<file path="src/sv/mcavg_pkg.sv">
// ----------------------------------------------------------------------------
// mcavg_pkg
// Shared constants, types and helpers for the multichannel averager.
// ----------------------------------------------------------------------------
package mcavg_pkg;

    localparam int DEFAULT_MAX_CHANNELS = 8;
    localparam int DEFAULT_SAMPLE_BITS  = 10;

    localparam int CFG_IDX_W  = 1;
    localparam int CFG_DATA_W = 8;
    localparam int CHAN_CFG_W = 4;
    localparam int PASS_W     = 8;
    localparam int SUM_W      = 18;
    localparam int STEP_W     = 5;
    localparam int CHAN_OUT_W = 3;
    localparam int AVG_W      = 10;

    localparam logic [CFG_IDX_W-1:0] CFG_CHANNELS = 1'd0;
    localparam logic [CFG_IDX_W-1:0] CFG_PASSES   = 1'd1;

    typedef enum logic [1:0] {
        ST_IDLE,
        ST_LOAD,
        ST_DIV,
        ST_OUT
    } t_state;

    typedef struct packed {
        logic acc;
        logic div_load;
        logic div_step;
        logic idx_next;
        logic frame_done;
    } t_cmd;

    typedef struct packed {
        logic sweep_end;
        logic frame_due;
        logic div_done;
        logic last_ch;
    } t_sts;

    function automatic logic [PASS_W-1:0] eff_passes(input logic [PASS_W-1:0] p);
        eff_passes = (p == '0) ? PASS_W'(1) : p;
    endfunction

endpackage

</file>
<file path="src/sv/mcavg_smp_if.sv">
// ----------------------------------------------------------------------------
// mcavg_smp_if
// Sample channel: one converter sample per item.
// ----------------------------------------------------------------------------
interface mcavg_smp_if #(
    parameter int SAMPLE_BITS = mcavg_pkg::DEFAULT_SAMPLE_BITS
);
    logic                   valid;
    logic                   ready;
    logic [SAMPLE_BITS-1:0] sample;

    modport source (output valid, output sample, input ready);
    modport sink   (input valid, input sample, output ready);
endinterface

</file>
<file path="src/sv/mcavg_res_if.sv">
// ----------------------------------------------------------------------------
// mcavg_res_if
// Result channel: one channel average per item.
// ----------------------------------------------------------------------------
interface mcavg_res_if;
    logic                              valid;
    logic                              ready;
    logic [mcavg_pkg::CHAN_OUT_W-1:0]  channel;
    logic [mcavg_pkg::AVG_W-1:0]       average;
    logic                              last_of_frame;

    modport source (output valid, output channel, output average, output last_of_frame,
                    input ready);
    modport sink   (input valid, input channel, input average, input last_of_frame,
                    output ready);
endinterface

</file>
<file path="src/sv/mcavg_ctrl.sv">
// ----------------------------------------------------------------------------
// mcavg_ctrl
// Sequencer: accept samples, then run divide and readout for each channel.
// ----------------------------------------------------------------------------
module mcavg_ctrl (
    input  logic              i_clk,
    input  logic              i_rst_n,
    input  logic              i_in_valid,
    output logic              o_in_ready,
    output logic              o_out_valid,
    input  logic              i_out_ready,
    input  mcavg_pkg::t_sts   i_sts,
    output mcavg_pkg::t_cmd   o_cmd
);

    mcavg_pkg::t_state r_state;
    mcavg_pkg::t_state n_state;

    always_ff @(posedge i_clk) begin
        if (!i_rst_n) begin
            r_state <= mcavg_pkg::ST_IDLE;
        end else begin
            r_state <= n_state;
        end
    end

    always_comb begin
        n_state = r_state;
        unique case (r_state)
            mcavg_pkg::ST_IDLE: begin
                if (i_in_valid && i_sts.frame_due) begin
                    n_state = mcavg_pkg::ST_LOAD;
                end
            end
            mcavg_pkg::ST_LOAD: begin
                n_state = mcavg_pkg::ST_DIV;
            end
            mcavg_pkg::ST_DIV: begin
                if (i_sts.div_done) begin
                    n_state = mcavg_pkg::ST_OUT;
                end
            end
            mcavg_pkg::ST_OUT: begin
                if (i_out_ready) begin
                    n_state = i_sts.last_ch ? mcavg_pkg::ST_IDLE : mcavg_pkg::ST_LOAD;
                end
            end
            default: n_state = mcavg_pkg::ST_IDLE;
        endcase
    end

    always_comb begin
        o_cmd       = '0;
        o_in_ready  = 1'b0;
        o_out_valid = 1'b0;
        unique case (r_state)
            mcavg_pkg::ST_IDLE: begin
                o_in_ready = 1'b1;
                o_cmd.acc  = i_in_valid;
            end
            mcavg_pkg::ST_LOAD: begin
                o_cmd.div_load = 1'b1;
            end
            mcavg_pkg::ST_DIV: begin
                o_cmd.div_step = 1'b1;
            end
            mcavg_pkg::ST_OUT: begin
                o_out_valid      = 1'b1;
                o_cmd.frame_done = i_out_ready && i_sts.last_ch;
                o_cmd.idx_next   = i_out_ready && !i_sts.last_ch;
            end
            default: begin
                o_in_ready = 1'b0;
            end
        endcase
    end

endmodule

</file>
<file path="src/sv/mcavg_dp.sv">
// ----------------------------------------------------------------------------
// mcavg_dp
// Datapath: config registers, accumulators, pass counter, serial divider.
// ----------------------------------------------------------------------------
module mcavg_dp #(
    parameter int MAX_CHANNELS = mcavg_pkg::DEFAULT_MAX_CHANNELS,
    parameter int SAMPLE_BITS  = mcavg_pkg::DEFAULT_SAMPLE_BITS
) (
    input  logic                                 i_clk,
    input  logic                                 i_rst_n,
    input  logic                                 i_cfg_we,
    input  logic [mcavg_pkg::CFG_IDX_W-1:0]      i_cfg_idx,
    input  logic [mcavg_pkg::CFG_DATA_W-1:0]     i_cfg_data,
    input  logic [SAMPLE_BITS-1:0]               i_sample,
    input  mcavg_pkg::t_cmd                      i_cmd,
    output mcavg_pkg::t_sts                      o_sts,
    output logic [mcavg_pkg::CHAN_OUT_W-1:0]     o_channel,
    output logic [mcavg_pkg::AVG_W-1:0]          o_average
);

    localparam int CH_W = (MAX_CHANNELS > 1) ? $clog2(MAX_CHANNELS) : 1;
    localparam int N_W  = $clog2(MAX_CHANNELS + 1);
    localparam int SUM_W  = mcavg_pkg::SUM_W;
    localparam int PASS_W = mcavg_pkg::PASS_W;

    logic [mcavg_pkg::CHAN_CFG_W-1:0] r_chans;
    logic [PASS_W-1:0]                r_passes;
    logic [PASS_W-1:0]                r_left;
    logic [CH_W-1:0]                  r_cur;
    logic [CH_W-1:0]                  r_out_idx;
    logic [SUM_W-1:0]                 r_sums [MAX_CHANNELS];
    logic [PASS_W-1:0]                r_rem;
    logic [SUM_W-1:0]                 r_quo;
    logic [mcavg_pkg::STEP_W-1:0]     r_step;

    logic [N_W-1:0]    eff_n;
    logic [PASS_W-1:0] eff_p;
    logic [CH_W-1:0]   rd_addr;
    logic [SUM_W-1:0]  rd_sum;
    logic [SUM_W-1:0]  sum_new;
    logic [N_W-1:0]    cur_inc;
    logic [N_W-1:0]    out_inc;
    logic [PASS_W:0]   rem_sh;
    logic [PASS_W+1:0] diff;
    logic [15:0]       chan_ext;

    always_comb begin
        if (r_chans == '0) begin
            eff_n = N_W'(1);
        end else if ({1'b0, r_chans} > 5'(MAX_CHANNELS)) begin
            eff_n = N_W'(MAX_CHANNELS);
        end else begin
            eff_n = N_W'(r_chans);
        end
    end

    assign eff_p   = mcavg_pkg::eff_passes(r_passes);
    assign rd_addr = i_cmd.acc ? r_cur : r_out_idx;
    assign rd_sum  = r_sums[rd_addr];
    assign sum_new = rd_sum + SUM_W'(i_sample);
    assign cur_inc = N_W'(r_cur) + N_W'(1);
    assign out_inc = N_W'(r_out_idx) + N_W'(1);
    assign rem_sh  = {r_rem, r_quo[SUM_W-1]};
    assign diff    = {1'b0, rem_sh} - {2'b00, eff_p};

    assign o_sts.sweep_end = (cur_inc >= eff_n);
    assign o_sts.frame_due = o_sts.sweep_end && (r_left <= PASS_W'(1));
    assign o_sts.div_done  = (r_step == mcavg_pkg::STEP_W'(SUM_W - 1));
    assign o_sts.last_ch   = (out_inc == eff_n);

    assign chan_ext  = 16'(r_out_idx);
    assign o_channel = chan_ext[mcavg_pkg::CHAN_OUT_W-1:0];
    assign o_average = r_quo[mcavg_pkg::AVG_W-1:0];

    always_ff @(posedge i_clk) begin
        if (!i_rst_n) begin
            r_chans  <= mcavg_pkg::CHAN_CFG_W'(1);
            r_passes <= PASS_W'(1);
            r_left   <= PASS_W'(1);
            r_cur    <= '0;
            r_out_idx <= '0;
        end else begin
            if (i_cfg_we) begin
                unique case (i_cfg_idx)
                    mcavg_pkg::CFG_CHANNELS: begin
                        r_chans <= i_cfg_data[mcavg_pkg::CHAN_CFG_W-1:0];
                    end
                    mcavg_pkg::CFG_PASSES: begin
                        r_passes <= i_cfg_data[PASS_W-1:0];
                        r_left   <= mcavg_pkg::eff_passes(i_cfg_data[PASS_W-1:0]);
                    end
                    default: begin
                        r_chans <= r_chans;
                    end
                endcase
            end
            if (i_cmd.acc) begin
                if (o_sts.sweep_end) begin
                    r_cur <= '0;
                    if (!o_sts.frame_due) begin
                        r_left <= r_left - PASS_W'(1);
                    end
                end else begin
                    r_cur <= r_cur + CH_W'(1);
                end
            end
            if (i_cmd.idx_next) begin
                r_out_idx <= r_out_idx + CH_W'(1);
            end
            if (i_cmd.frame_done) begin
                r_out_idx <= '0;
                r_left    <= eff_p;
            end
        end
    end

    always_ff @(posedge i_clk) begin
        if (!i_rst_n) begin
            for (int i = 0; i < MAX_CHANNELS; i++) begin
                r_sums[i] <= '0;
            end
        end else if (i_cmd.frame_done) begin
            for (int i = 0; i < MAX_CHANNELS; i++) begin
                r_sums[i] <= '0;
            end
        end else if (i_cmd.acc) begin
            r_sums[r_cur] <= sum_new;
        end
    end

    always_ff @(posedge i_clk) begin
        if (i_cmd.div_load) begin
            r_rem  <= '0;
            r_quo  <= rd_sum;
            r_step <= '0;
        end else if (i_cmd.div_step) begin
            r_step <= r_step + mcavg_pkg::STEP_W'(1);
            if (!diff[PASS_W+1]) begin
                r_rem <= diff[PASS_W-1:0];
                r_quo <= {r_quo[SUM_W-2:0], 1'b1};
            end else begin
                r_rem <= rem_sh[PASS_W-1:0];
                r_quo <= {r_quo[SUM_W-2:0], 1'b0};
            end
        end
    end

endmodule

</file>
<file path="src/sv/multichannel_adc_averager_unit.sv">
// ----------------------------------------------------------------------------
// multichannel_adc_averager_unit
// Round-robin converter averager with per-channel accumulators.
//
// Samples enter on i_smp, one item per channel in round-robin order starting
// at channel 0. Each accepted sample is summed into its channel's accumulator
// in the accepting cycle, so i_smp.ready stays high between frames and a
// sample can be taken every cycle.
// After passes_per_result full sweeps the unit stops taking samples and emits
// one item per channel in use on o_res, channel 0 first, the final one with
// last_of_frame set. Each average comes from a restoring divider that
// retires one quotient bit per cycle: a load state, then a divide state that
// forms all 18 quotient bits, then the item is held on o_res until taken.
// If the receiver stalls, the result holds and the unit waits; no sample is
// taken until the whole frame has been delivered. Then the accumulators clear
// and the pass counter reloads.
// Reset (synchronous, active low) clears all accumulators, selects channel
// 0, and sets both registers and the pass counter to one. Registers are
// written through i_cfg_we/i_cfg_idx/i_cfg_data: index 0 channels in use,
// index 1 passes per result (writing it also reloads the pass counter).
// ----------------------------------------------------------------------------
module multichannel_adc_averager_unit #(
    parameter int MAX_CHANNELS = mcavg_pkg::DEFAULT_MAX_CHANNELS,
    parameter int SAMPLE_BITS  = mcavg_pkg::DEFAULT_SAMPLE_BITS
) (
    input  logic                              i_clk,
    input  logic                              i_rst_n,
    input  logic                              i_cfg_we,
    input  logic [mcavg_pkg::CFG_IDX_W-1:0]   i_cfg_idx,
    input  logic [mcavg_pkg::CFG_DATA_W-1:0]  i_cfg_data,
    mcavg_smp_if.sink                         i_smp,
    mcavg_res_if.source                       o_res
);

    mcavg_pkg::t_cmd cmd;
    mcavg_pkg::t_sts sts;

    mcavg_ctrl u_ctrl (
        .i_clk       (i_clk),
        .i_rst_n     (i_rst_n),
        .i_in_valid  (i_smp.valid),
        .o_in_ready  (i_smp.ready),
        .o_out_valid (o_res.valid),
        .i_out_ready (o_res.ready),
        .i_sts       (sts),
        .o_cmd       (cmd)
    );

    mcavg_dp #(
        .MAX_CHANNELS (MAX_CHANNELS),
        .SAMPLE_BITS  (SAMPLE_BITS)
    ) u_dp (
        .i_clk      (i_clk),
        .i_rst_n    (i_rst_n),
        .i_cfg_we   (i_cfg_we),
        .i_cfg_idx  (i_cfg_idx),
        .i_cfg_data (i_cfg_data),
        .i_sample   (i_smp.sample),
        .i_cmd      (cmd),
        .o_sts      (sts),
        .o_channel  (o_res.channel),
        .o_average  (o_res.average)
    );

    assign o_res.last_of_frame = sts.last_ch;

endmodule
</file>
<file path="src/flat_wrapper.sv">
// flat-port wrapper written by rule: the top's interface ports become plain ports
module multichannel_adc_averager_unit_flat 
#(
    parameter int MAX_CHANNELS = mcavg_pkg::DEFAULT_MAX_CHANNELS,
    parameter int SAMPLE_BITS  = mcavg_pkg::DEFAULT_SAMPLE_BITS
)
  (i_clk, i_rst_n, i_cfg_we, i_cfg_idx, i_cfg_data, i_smp_valid, i_smp_sample, i_smp_ready, o_res_valid, o_res_channel, o_res_average, o_res_last_of_frame, o_res_ready);
  mcavg_smp_if #(.SAMPLE_BITS(SAMPLE_BITS)) i_smp_i ();
  mcavg_res_if o_res_i ();
  input  logic i_clk;
  input  logic i_rst_n;
  input  logic i_cfg_we;
  input  logic [mcavg_pkg::CFG_IDX_W-1:0] i_cfg_idx;
  input  logic [mcavg_pkg::CFG_DATA_W-1:0] i_cfg_data;
  input wire logic [$bits(i_smp_i.valid)-1:0] i_smp_valid;
  input wire logic [$bits(i_smp_i.sample)-1:0] i_smp_sample;
  output wire logic [$bits(i_smp_i.ready)-1:0] i_smp_ready;
  output wire logic [$bits(o_res_i.valid)-1:0] o_res_valid;
  output wire logic [$bits(o_res_i.channel)-1:0] o_res_channel;
  output wire logic [$bits(o_res_i.average)-1:0] o_res_average;
  output wire logic [$bits(o_res_i.last_of_frame)-1:0] o_res_last_of_frame;
  input wire logic [$bits(o_res_i.ready)-1:0] o_res_ready;
  assign i_smp_i.valid = i_smp_valid;
  assign i_smp_i.sample = i_smp_sample;
  assign i_smp_ready = i_smp_i.ready;
  assign o_res_valid = o_res_i.valid;
  assign o_res_channel = o_res_i.channel;
  assign o_res_average = o_res_i.average;
  assign o_res_last_of_frame = o_res_i.last_of_frame;
  assign o_res_i.ready = o_res_ready;
  multichannel_adc_averager_unit #(.MAX_CHANNELS(MAX_CHANNELS), .SAMPLE_BITS(SAMPLE_BITS)) u_core (.i_clk(i_clk), .i_rst_n(i_rst_n), .i_cfg_we(i_cfg_we), .i_cfg_idx(i_cfg_idx), .i_cfg_data(i_cfg_data), .i_smp(i_smp_i), .o_res(o_res_i));
endmodule
</file>
<file path="config.mk">
export PLATFORM = sky130hd
export DESIGN_NAME = multichannel_adc_averager_unit_flat
export DESIGN_NICKNAME = d
export VERILOG_FILES = /design/src/sv/mcavg_pkg.sv /design/src/sv/mcavg_smp_if.sv /design/src/sv/mcavg_res_if.sv /design/src/sv/mcavg_ctrl.sv /design/src/sv/mcavg_dp.sv /design/src/sv/multichannel_adc_averager_unit.sv /design/src/flat_wrapper.sv
export SDC_FILE = /design/constraint.sdc
export NUM_CORES = 1
export LEC_CHECK = 0
export BUFFER_PORTS_ARGS = -buffer_cell sky130_fd_sc_hd__buf_2
export CAP_MARGIN = 20
export CORE_ASPECT_RATIO = 0.6
export CORE_MARGIN = 1
export CORE_UTILIZATION = 60
export DETAILED_ROUTE_END_ITERATION = 8
export PLACE_DENSITY = 0.78
export SETUP_SLACK_MARGIN = 0.5
export SYNTH_ARGS = -nofsm -noshare
export SYNTH_HDL_FRONTEND = slang
export SYNTH_SLANG_ARGS = --single-unit
</file>
<file path="constraint.sdc">
create_clock -name i_clk -period 5.93 [get_ports i_clk]
set_input_delay 0.2965 -clock i_clk [delete_from_list [all_inputs] [get_ports i_clk]]
set_output_delay 0.2965 -clock i_clk [all_outputs]
set_load 0.1 [all_outputs]
</file>
==> run metrics <==
Peak VDD IR=0.267 mV; share of synthesized flip-flops with an asynchronous set or reset=0; share of synthesized area occupied by flip-flops and latches=0.543; Sum Neg Setup Slack=0 ns; CTS tree=built; Hold Violations, Final=0; Post-Synthesis Net Count=968; number of standard cells after synthesis=909; post-route DRC violation count=0; Logic pwr share=0.389; starting density of the core=0.630; number of optimization iterations in the first detailed-route pass=9; highest-count cells in the layout ignoring fill and taps=162 x edfxtp_1, 161 x nor2_1, 64 x mux2i_1; mean instance size in the synthesized netlist=11.5 µm²; Final period util=0.873; WS Path Type=reg2reg; setup repair after global routing missed its margin=false; endpoint class of the critical path=flip-flop; Crit path arrival time=5.37 ns; final layout net count=1,004; largest net degree at the start of global routing=36; Max Cap Viol=0; number of hold buffers added after cts=0; max incr delay on CP=0.55 ns; clock latency of the later-clocked register in the worst-skew pair=0.49 ns; cell with the largest stage delay on the worst path=mux4_2; switching share of total power=0.388; remaining global-route overflow=0; count of buffer and inverter cells on the critical path=3; most common cell after layout, fill and taps aside=edfxtp_1; Area growth syn-to-layout=9.75%; worst slew pin tran=1.16 ns; startpoint type of the worst setup path=flip-flop; area of the core=16,600 µm²; static leakage=4.67 nW; Post-Route WL=26.1 mm; time the final worst path needs with I/O delays and setup=5.17 ns; setup-violating endpoint count in the final report=0; CTS Buffer Depth=3; final non-filler cell area=11,500 µm²; number of enable flip-flop cells after synthesis=162; family of cells with the greatest summed delay on the critical path=multiplexers; number of pins exceeding their max-slew limit in the final report=0; width of the chip=173 µm; clock buffer count from CTS=19; Relative slew margins=0.224; Max Clock Skew=0.0163 ns; type of the most critical hold path=in2reg; GR Util All Layers=0.292; area post-placement=10,800 µm²; maximum achievable frequency=193 MHz; CTS HTree Levels=1; Std-Cell Rows=36; top-level I/O count=40; number of antenna violations at the first check in global routing=0; antenna viol nets, final=0; most used flip-flop cell after synthesis=edfxtp_1; number of DRC violations after detailed-routing iteration 0=996; summed instance area of the synthesized netlist=10,500 µm²; required time at the worst-slack endpoint=6.13 ns; Internal=0.00311 W; DIE AREA=18,000 µm²; number of distinct standard cells referenced by the synthesized netlist=62; GPL Wtd Cong=0.967; Reg power frac=0.377; crit-path cells=inv_1, ha_1, and2_2, mux2i_4, buf_4, mux4_2, mux2_2, ha_1, inv_1, fa_1, nor2b_1, o31a_1, o31a_1, o21ai_1, o21ai_0, nand3_1, xor2_2, nor2_1; register bit total from synthesis=203; input/output buffers=39; total inserted antenna cells=0; global-route wire length before repair=39.8 mm; vias post-DR=7,423; DP Wirelength=17.0 mm; fraction of final layout cells sized beyond drive strength 1=0.176; net load switching power=0.00197 W; detail-routed net length per standard cell=22.1 µm; clock share of power=0.234; power density over cell area=442 nW/µm²; DR vias/cell=6.27; vertical extent of the die=104 µm; clock sink total=203; number of warnings reported in the yosys synthesis log=0; maximum fanout count along the critical path=10; clock-pin transition on the worst setup and hold timing paths=0.07 ns; overall power=0.00508 W; cell chosen for the clock root=clkbuf_16; number of global-route vias before repair=6,825; status=completed
-- worst register-to-register path: stages, from the launching register on --
cell and delay, ns:
dfxtp_1 0.34, inv_1 0.14, ha_1 0.25, and2_2 0.28, mux2i_4 0.44, buf_4 0.29
mux4_2 0.55, mux2_2 0.30, ha_1 0.21, inv_1 0.08, fa_1 0.21, nor2b_1 0.07
o31a_1 0.28, o31a_1 0.26, o21ai_1 0.24, o21ai_0 0.28, nand3_1 0.21, xor2_2 0.34
nor2_1 0.10
-- kinds of logic (layout without fill, tap and decap cells) --
group	after synthesis	in the layout	share of synthesized area
DFF	203	203	0.543
buffers and inverters	77	123	0.0373
muxes	107	107	0.121
xor gates and xnor gates	23	23	0.0192
and+or+nand+nor	328	328	0.151
adders and majority gates	35	35	0.0433
AOI/OAI and AO/OA	136	136	0.0849
-- metrics by stage --
stage | instances | hold WS (ns) | utilization | setup WS (ns)
after floorplan | 909 | 0.421 | - | 0.572
after global placement | 1146 | 0.444 | 0.651 | 0.658
after detailed placement | 1146 | 0.448 | 0.651 | 0.437
after CTS | 1178 | 0.0912 | 0.687 | 0.517
after global routing | 1183 | 0.126 | 0.691 | 0.494
final | 1183 | 0.108 | 0.691 | 0.756
-- routing by layer --
| metal | global-route usage | vias to the layer above | routed length (µm) |
|---|---|---|---|
| met5 | 0 | - | 0 |
| met4 | 0.0740 | 0 | 529 |
| met3 | 0.0731 | 47 | 3260 |
| met2 | 0.402 | 447 | 10800 |
| met1 | 0.456 | 3549 | 11500 |
| li1 | - | 3380 | - |
-- sequential cells by signal, indices dropped and copies added (netlist names), 3 cells and up --
signal,count
u_core.u_dp.r_sums,144
u_core.u_dp.r_quo,18
u_core.u_dp.r_left,8
u_core.u_dp.r_passes,8
u_core.u_dp.r_rem,8
u_core.u_dp.r_step,5
u_core.u_dp.r_chans,4
u_core.u_dp.o_channel,3
u_core.u_dp.r_cur,3
-- final cells by class --
type | count | area [µm²]
clock buffer | 23 | 490
clock inverter | 8 | 88.8
fill | 1234 | 5130
inverter | 27 | 101
multi-input combinational | 629 | 4430
sequential | 203 | 5690
tap | 228 | 285
timing repair buffer | 65 | 410
-- what timing repair did --
| item | 4_1_cts | 5_1_grt |
|---|---|---|
| setup endpoints to repair | 25 | 72 |
| resized for setup | 2 | 3 |
| buffers inserted | 1 | 3 |
-- power by group through the flow --
stage / sequential [W] / clock (W) / combinational [W]
after detailed placement: 0.00194 / 0 / 0.00190
after global routing: 0.00194 / 0.00125 / 0.00212
after CTS: 0.00191 / 0.00120 / 0.00192
after floorplan: 0.00190 / 0 / 0.00153
final: 0.00191 / 0.00119 / 0.00197
after global placement: 0.00193 / 0 / 0.00187
-- synthesized netlist by cell type (3+ instances only) --
master	number	area share
a211oi_1	19	0.014
a21o_1	9	0.0065
a21oi_1	41	0.020
a21oi_2	3	0.0025
a31oi_1	4	0.0024
and2_1	14	0.0084
and3_1	5	0.0030
buf_1	3	0.0011
buf_2	11	0.0053
buf_4	13	0.0093
buf_6	3	0.0032
clkbuf_1	19	0.0068
dfxtp_1	41	0.078
edfxtp_1	162	0.46
ha_1	33	0.039
inv_1	25	0.0090
mux2_2	30	0.032
mux2i_1	64	0.061
mux4_2	11	0.024
nand2_1	53	0.019
nand2b_1	4	0.0024
nand3_1	17	0.0081
nand4_1	9	0.0054
nor2_1	161	0.058
nor2b_1	6	0.0036
nor3_1	26	0.012
nor3_2	18	0.017
nor4_1	3	0.0018
o211ai_1	5	0.0036
o21a_1	9	0.0065
o21ai_0	20	0.0096
o221ai_1	3	0.0025
o22ai_1	5	0.0030
xnor2_1	8	0.0067
xor2_1	15	0.013
-- worst paths after layout --
check                           start  slack, ns                   endpoint  cells past startpoint
max          u_core.u_ctrl.r_state[0]       0.76  u_core.u_dp.r_sums[6][12]                     18
min                     i_cfg_data[5]       0.11    u_core.u_dp.r_passes[5]                      3
max reg2reg  u_core.u_ctrl.r_state[0]       0.76  u_core.u_dp.r_sums[6][12]                     18
min reg2reg   u_core.u_dp.r_passes[1]       0.46    u_core.u_dp.r_passes[1]                      2
(Power assumes the default switching activity.)
